File: config.mk
export PLATFORM = sky130hd
export DESIGN_NAME = max_heap_priority_queue_core
export DESIGN_NICKNAME = d
export VERILOG_FILES = /design/src/rtl/mhpq_pkg.sv /design/src/rtl/max_heap_priority_queue_core.sv
export SDC_FILE = /design/constraint.sdc
export NUM_CORES = 2
export LEC_CHECK = 0
export BUFFER_PORTS_ARGS = -buffer_cell sky130_fd_sc_hd__buf_2
export CORE_MARGIN = 2
export CORE_UTILIZATION = 30
export CTS_BUF_LIST = sky130_fd_sc_hd__clkbuf_4 sky130_fd_sc_hd__clkbuf_8 sky130_fd_sc_hd__clkbuf_16
export CTS_CLUSTER_SIZE = 10
export DETAILED_ROUTE_END_ITERATION = 7
export GPL_TIMING_DRIVEN = 0
export HOLD_SLACK_MARGIN = 0.12
export PLACE_DENSITY = 0.52
export SETUP_SLACK_MARGIN = 0.15
export SYNTH_ARGS = -nofsm -noshare
export SYNTH_HDL_FRONTEND = slang
export SYNTH_SLANG_ARGS = --single-unit
export TNS_END_PERCENT = 10
File: constraint.sdc
create_clock -name clk -period 16.5 [get_ports clk]
set_input_delay 0 -clock clk [delete_from_list [all_inputs] [get_ports clk]]
set_output_delay 0 -clock clk [all_outputs]
set_load 0.05 [all_outputs]
File: src/rtl/mhpq_pkg.sv
`timescale 1ns / 1ps
package mhpq_pkg;

    localparam int KEY_W = 32;
    localparam int COUNT_OUT_W = 7;

    localparam logic FUNC_INSERT = 1'b0;
    localparam logic FUNC_POP    = 1'b1;

    localparam logic signed [KEY_W-1:0] KEY_EMPTY = '1;

    typedef enum logic [4:0] {
        ST_IDLE   = 5'b00001,
        ST_UP_CMP = 5'b00010,
        ST_UP_FIN = 5'b00100,
        ST_POP_LD = 5'b01000,
        ST_DN_CMP = 5'b10000
    } state_t;

endpackage

File: src/rtl/max_heap_priority_queue_core.sv
// insert into an empty heap completes from idle; other inserts sift up in ST_UP_CMP,
// and ST_UP_FIN at the root; a pop that empties the heap completes from idle,
// else ST_POP_LD, ST_DN_CMP sift the last entry down; one item in flight, one level per
// cycle through the single write port of the heap store; done pulses one cycle
// reset clears the entry count and control; store contents stay undefined, no clear pass
`timescale 1ns / 1ps
module max_heap_priority_queue_core #(
    parameter int CAPACITY = 64
) (
    input  logic                                clk,
    input  logic                                rst_n,
    input  logic                                start,
    output logic                                busy,
    input  logic                                func,
    input  logic signed [mhpq_pkg::KEY_W-1:0]   value,
    output logic                                done,
    output logic signed [mhpq_pkg::KEY_W-1:0]   top_value,
    output logic                                empty_res,
    output logic [mhpq_pkg::COUNT_OUT_W-1:0]    count,
    output logic                                overflow
);
    import mhpq_pkg::*;

    localparam int AW    = (CAPACITY > 1) ? $clog2(CAPACITY) : 1;
    localparam int CNT_W = $clog2(CAPACITY + 1);
    localparam int CW    = AW + 2;

    logic signed [KEY_W-1:0] heap_mem [CAPACITY];

    state_t                  state_reg, state_next;
    logic [CNT_W-1:0]        count_reg, count_next;
    logic [AW-1:0]           pos_reg, pos_next;
    logic signed [KEY_W-1:0] key_reg, key_next;
    logic signed [KEY_W-1:0] top_reg, top_next;
    logic                    ovf_reg, ovf_next;
    logic                    done_reg, done_next;
    logic signed [KEY_W-1:0] rd_a_reg, rd_b_reg;

    logic                    wr_en;
    logic [AW-1:0]           wr_addr;
    logic signed [KEY_W-1:0] wr_data;
    logic [AW-1:0]           rd_addr_a, rd_addr_b;

    logic [AW-1:0]           par;
    logic [CW-1:0]           lc, rc, nl, nr;
    logic                    l_ok, r_ok, moved;
    logic [AW-1:0]           best_idx;
    logic signed [KEY_W-1:0] best_val;

    function automatic logic [AW-1:0] parent_of(input logic [AW-1:0] p);
        logic [AW-1:0] d;
        d = p - 1'b1;
        return d >> 1;
    endfunction

    // heap store: one write, two registered reads per cycle
    always_ff @(posedge clk)
    begin
        if (wr_en)
        begin
            heap_mem[wr_addr] <= wr_data;
        end
        rd_a_reg <= heap_mem[rd_addr_a];
        rd_b_reg <= heap_mem[rd_addr_b];
    end

    // sift-down child selection
    always_comb
    begin
        par = parent_of(pos_reg);
        lc  = {1'b0, pos_reg, 1'b1};
        rc  = lc + 1'b1;
        l_ok = lc < CW'(count_reg);
        r_ok = rc < CW'(count_reg);
        best_idx = pos_reg;
        best_val = key_reg;
        moved    = 1'b0;
        if (l_ok && (rd_a_reg > best_val))
        begin
            best_idx = lc[AW-1:0];
            best_val = rd_a_reg;
            moved    = 1'b1;
        end
        if (r_ok && (rd_b_reg > best_val))
        begin
            best_idx = rc[AW-1:0];
            best_val = rd_b_reg;
            moved    = 1'b1;
        end
        nl = {1'b0, best_idx, 1'b1};
        nr = nl + 1'b1;
    end

    always_comb
    begin
        state_next = state_reg;
        count_next = count_reg;
        pos_next   = pos_reg;
        key_next   = key_reg;
        top_next   = top_reg;
        ovf_next   = ovf_reg;
        done_next  = 1'b0;
        wr_en      = 1'b0;
        wr_addr    = pos_reg;
        wr_data    = key_reg;
        rd_addr_a  = '0;
        rd_addr_b  = '0;

        unique case (state_reg)
            ST_IDLE:
            begin
                if (start)
                begin
                    ovf_next = 1'b0;
                    if (func == FUNC_INSERT)
                    begin
                        if (count_reg == CNT_W'(CAPACITY))
                        begin
                            ovf_next  = 1'b1;
                            done_next = 1'b1;
                        end
                        else if (count_reg == '0)
                        begin
                            wr_en      = 1'b1;
                            wr_addr    = '0;
                            wr_data    = value;
                            top_next   = value;
                            count_next = count_reg + 1'b1;
                            done_next  = 1'b1;
                        end
                        else
                        begin
                            key_next   = value;
                            pos_next   = count_reg[AW-1:0];
                            count_next = count_reg + 1'b1;
                            rd_addr_a  = parent_of(count_reg[AW-1:0]);
                            state_next = ST_UP_CMP;
                        end
                    end
                    else
                    begin
                        if (count_reg <= CNT_W'(1))
                        begin
                            count_next = '0;
                            done_next  = 1'b1;
                        end
                        else
                        begin
                            count_next = count_reg - 1'b1;
                            rd_addr_a  = AW'(count_reg - 1'b1);
                            state_next = ST_POP_LD;
                        end
                    end
                end
            end
            ST_UP_CMP:
            begin
                wr_en = 1'b1;
                if (key_reg > rd_a_reg)
                begin
                    wr_data   = rd_a_reg;
                    pos_next  = par;
                    rd_addr_a = parent_of(par);
                    if (par == '0)
                    begin
                        state_next = ST_UP_FIN;
                    end
                end
                else
                begin
                    done_next  = 1'b1;
                    state_next = ST_IDLE;
                end
            end
            ST_UP_FIN:
            begin
                wr_en      = 1'b1;
                wr_addr    = '0;
                top_next   = key_reg;
                done_next  = 1'b1;
                state_next = ST_IDLE;
            end
            ST_POP_LD:
            begin
                key_next   = rd_a_reg;
                pos_next   = '0;
                rd_addr_a  = AW'(1);
                rd_addr_b  = AW'(2);
                state_next = ST_DN_CMP;
            end
            ST_DN_CMP:
            begin
                wr_en   = 1'b1;
                wr_data = best_val;
                if (pos_reg == '0)
                begin
                    top_next = best_val;
                end
                if (moved)
                begin
                    pos_next  = best_idx;
                    rd_addr_a = nl[AW-1:0];
                    rd_addr_b = nr[AW-1:0];
                end
                else
                begin
                    done_next  = 1'b1;
                    state_next = ST_IDLE;
                end
            end
            default:
            begin
                state_next = ST_IDLE;
            end
        endcase
    end

    always_ff @(posedge clk or negedge rst_n)
    begin
        if (!rst_n)
        begin
            state_reg <= ST_IDLE;
            count_reg <= '0;
            ovf_reg   <= 1'b0;
            done_reg  <= 1'b0;
        end
        else
        begin
            state_reg <= state_next;
            count_reg <= count_next;
            ovf_reg   <= ovf_next;
            done_reg  <= done_next;
        end
    end

    // datapath registers
    always_ff @(posedge clk)
    begin
        pos_reg <= pos_next;
        key_reg <= key_next;
        top_reg <= top_next;
    end

    assign busy      = (state_reg != ST_IDLE);
    assign done      = done_reg;
    assign empty_res = (count_reg == '0);
    assign top_value = empty_res ? KEY_EMPTY : top_reg;
    assign count     = COUNT_OUT_W'(count_reg);
    assign overflow  = ovf_reg;

endmodule

==> summary by stage <==
Critical path
Among cell families on the critical path, the largest total delay comes from buffers and inverters. The required time at the endpoint of the critical path is roughly 17 ns. The start point of the critical path is key_reg[31]. The dominant cell type by count on the critical path is sky130_fd_sc_hd__clkbuf_1. The worst setup path is launched from a flip-flop. The delay of the slowest cell on the worst path is 1.07 ns. The critical path capture point type is a flip-flop. In this run the worst path has a maximum fanout of 10.

The signal arrival time at the worst endpoint is between 15 and 20 ns. The worst register-to-register path begins at key_reg[31]. The largest individual stage delay along the critical path comes from the cell sky130_fd_sc_hd__clkbuf_1. The category of the critical setup timing path is flip-flop to flip-flop. Counting both buffers and inverters, the worst setup path holds a total of 7.

Final layout
In the final layout, the share of cells above drive strength 1 is 0.170. The number of cells in the finished layout apart from fillers is about 13k. The number of nets in the final layout is about 8.5k.

The library cell used most frequently in the layout, excluding fill and tap cells, is sky130_fd_sc_hd__edfxtp_1. The fill cell total of the finished layout is between 30k and 40k. Leaving out fill and tap cells, the most frequent cells in the layout are 2118 x sky130_fd_sc_hd__edfxtp_1, 1648 x sky130_fd_sc_hd__nand2_1, 828 x sky130_fd_sc_hd__mux2i_1. The register with the most flip-flops in the layout has approximately 2k of them. The cell area after layout is around 120000 µm². More flip-flops sit in one register than any other, and that register is heap_mem. Compared with the post-synthesis result, the final layout area differs by 21.7%.

Logic synthesis
The synthesized design spends more area on one cell type than any other, namely sky130_fd_sc_hd__edfxtp_1. In the post-synthesis netlist, the biggest area contributors are sky130_fd_sc_hd__edfxtp_1 64%, sky130_fd_sc_hd__mux2i_1 8.3%, sky130_fd_sc_hd__nand2_1 6.2%. The number of warnings reported in the yosys synthesis log is 0. The post-synthesis net count is around 7.8k. The share of the Yosys chip area taken by registers is 0.652.

The cell area after synthesis is around 100000 µm². The number of different library cells used by synthesis comes to just over 90. Counting flops with an async set or reset pin after synthesis yields a share of 0.00638. The average size of a mapped cell is 13.0 µm². The share of the synthesized area in the top cell type is 0.636.

Counting flops with a built-in enable in the synthesized netlist gives approximately 2.1k. Among all flip-flop cells after synthesis, the most frequent one is sky130_fd_sc_hd__edfxtp_1. Synthesis handed over a netlist of ~7.7k instances. In this run, synthesis produced a sequential element count of 2196.

Timing
The post-layout worst setup margin is about 1.9 ns. The final critical-path share of the clock period is 0.883. The number of max-slew violations in the final report came to 317. Counting I/O delays and the setup requirement, the final critical path takes between 10 and 15 ns. The sum of negative setup slack is 0 ns. Clock skew on the completed layout was measured at between 0.04 and 0.05 ns. The tightest slew margin relative to the limit is -0.363. Setup violations remaining at the end of the flow were counted as 0. For this run, the top clock speed supported by timing is 68.6 MHz. The count of endpoints failing hold in the final timing report was 0. The slew at the pin with the worst max-slew slack is 2.02 ns. Setup repair after global routing left no endpoint under its margin.

Route
The via density per instance is 6.31. The iteration-0 DRC count of the detailed router is between 15k and 20k. The average detailed-routed wire length per instance is roughly 54 µm. The number of search-and-repair iterations in the first detailed-routing pass is 8. For this block, the routed nets add up to ~720000 µm of wire. In this run the remaining antenna-violating nets after routing total 0. The via count of the routed design is 83.5k. The length of routed met2 wiring is between 200000 and 300000 µm. The routed design uses 88100 µm of met3 wire. For this block, wires on met1 add up to between 200000 and 300000 µm.

After detailed routing, the number of remaining DRC violations is 4. The detailed router used layers up to and including met5.

Clocking
The post-CTS setup repair buffer count is 0. The maximum count of clock buffers along a single path is 4. The clock latency of the later-clocked register in the worst-skew pair is 0.99 ns. The number of H-tree branching levels is 5. The clock tree root driver cell is sky130_fd_sc_hd__clkbuf_16.

Counting the buffers created by CTS gives 280. The CTS tree is built. The clock net sink count is 2196. After clock tree synthesis, the clock-pin slew on the worst setup and hold paths is 0.06 ns.

Floorplan
The initial utilization of the core area, before any placement, comes to 0.301. In this run the core area contains roughly 210 standard-cell rows. The placeable core area is around 330000 µm².

From left edge to right edge, the die measures 581 µm. The die covers between 300000 and 400000 µm². The total I/O pin count is 79. The die outline height is slightly below 600 µm.

Pwr
After layout, the design draws a total of 23.5 mW. In this run the power density over the cells is just under 200 nW/µm². Summed over all cells, the static leakage comes to roughly 43 nW. The worst-case IR drop observed on VDD is 164 µV.

Global routing
The global route total overflow is 0. The first-pass GRT wire length is between 800000 and 900000 µm. The number of global-route vias before repair was about 74k. Entering global routing, the biggest net connects between 60 and 70 pins. Across every metal layer, demand over resource in global routing totals 0.413. The number of antenna violations at the first check in global routing came to 173.

Placed design
The placed cell area is ~110000 µm². The worst slack after detailed placement is between 2 and 2.5 ns. The number of buffers added on ports is 78. The number of placed instances, taps included is ~12k. The post-detailed-placement half-perimeter wirelength is between 500000 and 600000 µm. The placer congestion estimate is roughly 1.1.

Status
The run finished, with violations left. The checks that failed: design-rule violations, max-capacitance violations, max-slew violations.

Job
The tool flagged a number of max-cap violations equal to 33.

Min path
The worst hold path belongs to the class input pin to flip-flop. The startpoint identified for the worst hold timing path is value[8].
## cell families after synthesis
| logic type | Yosys count | synth area share |
|---|---|---|
| simple gates | 2873 | 0.127 |
| mux | 1023 | 0.121 |
| flops | 2196 | 0.652 |
| compound gates | 859 | 0.0607 |
| fa+ha+maj | 84 | 0.0105 |
| xor+xnor | 19 | 0.00174 |
| buf+inv | 616 | 0.0272 |
## per-stage QoR
step	util	hold slack, ns
after floorplan	-	-0.296
after global placement	0.318	-0.0848
after detailed placement	0.336	-0.0763
after CTS	0.363	0.121
after global routing	0.365	0.175
final	0.366	0.146
## timing repair
action / CTS / global route
hold endpoints to repair: 1374 / 0
hold buffers: 72 / 0
gates resized for setup: 0 / 0
## cells in the mapped netlist (14+ instances only)
| cell type | count |
|---|---|
| sky130_fd_sc_hd__edfxtp_1 | 2118 |
| sky130_fd_sc_hd__nand2_1 | 1649 |
| sky130_fd_sc_hd__mux2i_1 | 828 |
| sky130_fd_sc_hd__nand3_1 | 774 |
| sky130_fd_sc_hd__clkbuf_1 | 272 |
| sky130_fd_sc_hd__a21oi_1 | 241 |
| sky130_fd_sc_hd__buf_2 | 154 |
| sky130_fd_sc_hd__mux4_2 | 140 |
| sky130_fd_sc_hd__nor2_1 | 137 |
| sky130_fd_sc_hd__o21ai_0 | 103 |
| sky130_fd_sc_hd__ha_1 | 84 |
| sky130_fd_sc_hd__a211oi_1 | 81 |
| sky130_fd_sc_hd__buf_1 | 74 |
| sky130_fd_sc_hd__inv_1 | 67 |
| sky130_fd_sc_hd__nand2b_1 | 66 |
| sky130_fd_sc_hd__dfxtp_1 | 64 |
| sky130_fd_sc_hd__a221oi_1 | 58 |
| sky130_fd_sc_hd__a31oi_1 | 48 |
| sky130_fd_sc_hd__mux2_2 | 44 |
| sky130_fd_sc_hd__buf_4 | 41 |
| sky130_fd_sc_hd__a221o_1 | 40 |
| sky130_fd_sc_hd__nand4_1 | 40 |
| sky130_fd_sc_hd__nor4_1 | 39 |
| sky130_fd_sc_hd__o211ai_1 | 33 |
| sky130_fd_sc_hd__a222oi_1 | 32 |
| sky130_fd_sc_hd__and3_1 | 32 |
| sky130_fd_sc_hd__and4_1 | 30 |
| sky130_fd_sc_hd__nor3_1 | 30 |
| sky130_fd_sc_hd__a32oi_1 | 23 |
| sky130_fd_sc_hd__o22ai_1 | 23 |
| sky130_fd_sc_hd__a311oi_1 | 21 |
| sky130_fd_sc_hd__a22oi_1 | 20 |
| sky130_fd_sc_hd__nor4_2 | 14 |
| sky130_fd_sc_hd__o2111a_1 | 14 |
## final timing paths
check	to	slack, ns	cells past startpoint
setup / recovery	rd_b_reg[12]	1.93	26
hold / removal	heap_mem[48][8]	0.15	4
hold reg to reg	overflow	0.49	2
min in group asynchronous	count[1]	0.16	3
setup reg to reg	rd_b_reg[12]	1.93	26
max in group asynchronous	state_reg[3]	15.89	3
## per-layer routing
layer  global-route usage  up-vias
li1                     -    30859
met1                0.526    43591
met2                0.583     7261
met3                0.135     1717
met4                0.303       50
met5             0.000425        -
## worst register-to-register path, stage by stage, from the launching register on
cell                       delay [ns]
sky130_fd_sc_hd__edfxtp_1        0.47
sky130_fd_sc_hd__ha_1            0.42
sky130_fd_sc_hd__a21oi_1         0.18
sky130_fd_sc_hd__o21ai_1         0.31
sky130_fd_sc_hd__a2111o_1        0.55
sky130_fd_sc_hd__nor4_2          0.91
sky130_fd_sc_hd__nor3_1          0.31
sky130_fd_sc_hd__nor2_1          0.25
sky130_fd_sc_hd__buf_2           0.38
sky130_fd_sc_hd__buf_1           0.73
sky130_fd_sc_hd__mux2i_1         0.24
sky130_fd_sc_hd__ha_1            0.36
sky130_fd_sc_hd__nand4_1         0.26
sky130_fd_sc_hd__nor4_2          0.85
sky130_fd_sc_hd__a221oi_1        0.35
sky130_fd_sc_hd__o211ai_2        0.47
sky130_fd_sc_hd__or2_2           0.21
sky130_fd_sc_hd__a21o_1          0.13
sky130_fd_sc_hd__clkbuf_1        0.95
sky130_fd_sc_hd__clkbuf_1        0.97
sky130_fd_sc_hd__clkbuf_1        1.01
sky130_fd_sc_hd__clkbuf_1        1.10
sky130_fd_sc_hd__clkbuf_1        1.10
sky130_fd_sc_hd__nand3_1         0.22
sky130_fd_sc_hd__a21oi_1         0.78
sky130_fd_sc_hd__mux2i_1         0.46
sky130_fd_sc_hd__o2111a_1        0.43
## area by class of cell
| type | count | area [µm²] | share of cell area |
|---|---|---|---|
| multi-input combinational | 4858 | 33000 | 0.271 |
| timing repair buffer | 424 | 6020 | 0.0495 |
| inverter | 67 | 251 | 0.00206 |
| tap | 4387 | 5490 | 0.0451 |
| buffer | 549 | 2640 | 0.0216 |
| sequential | 2196 | 65200 | 0.536 |
| antenna | 303 | 758 | 0.00623 |
| clock inverter | 67 | 652 | 0.00535 |
| clock buffer | 370 | 7770 | 0.0638 |
## power by group
group | internal (mW) | switching, mW
clock network | 3.35 | 2.60
logic | 2.38 | 8.34
registers | 6.70 | 0.135
(Power assumes the default switching activity.)
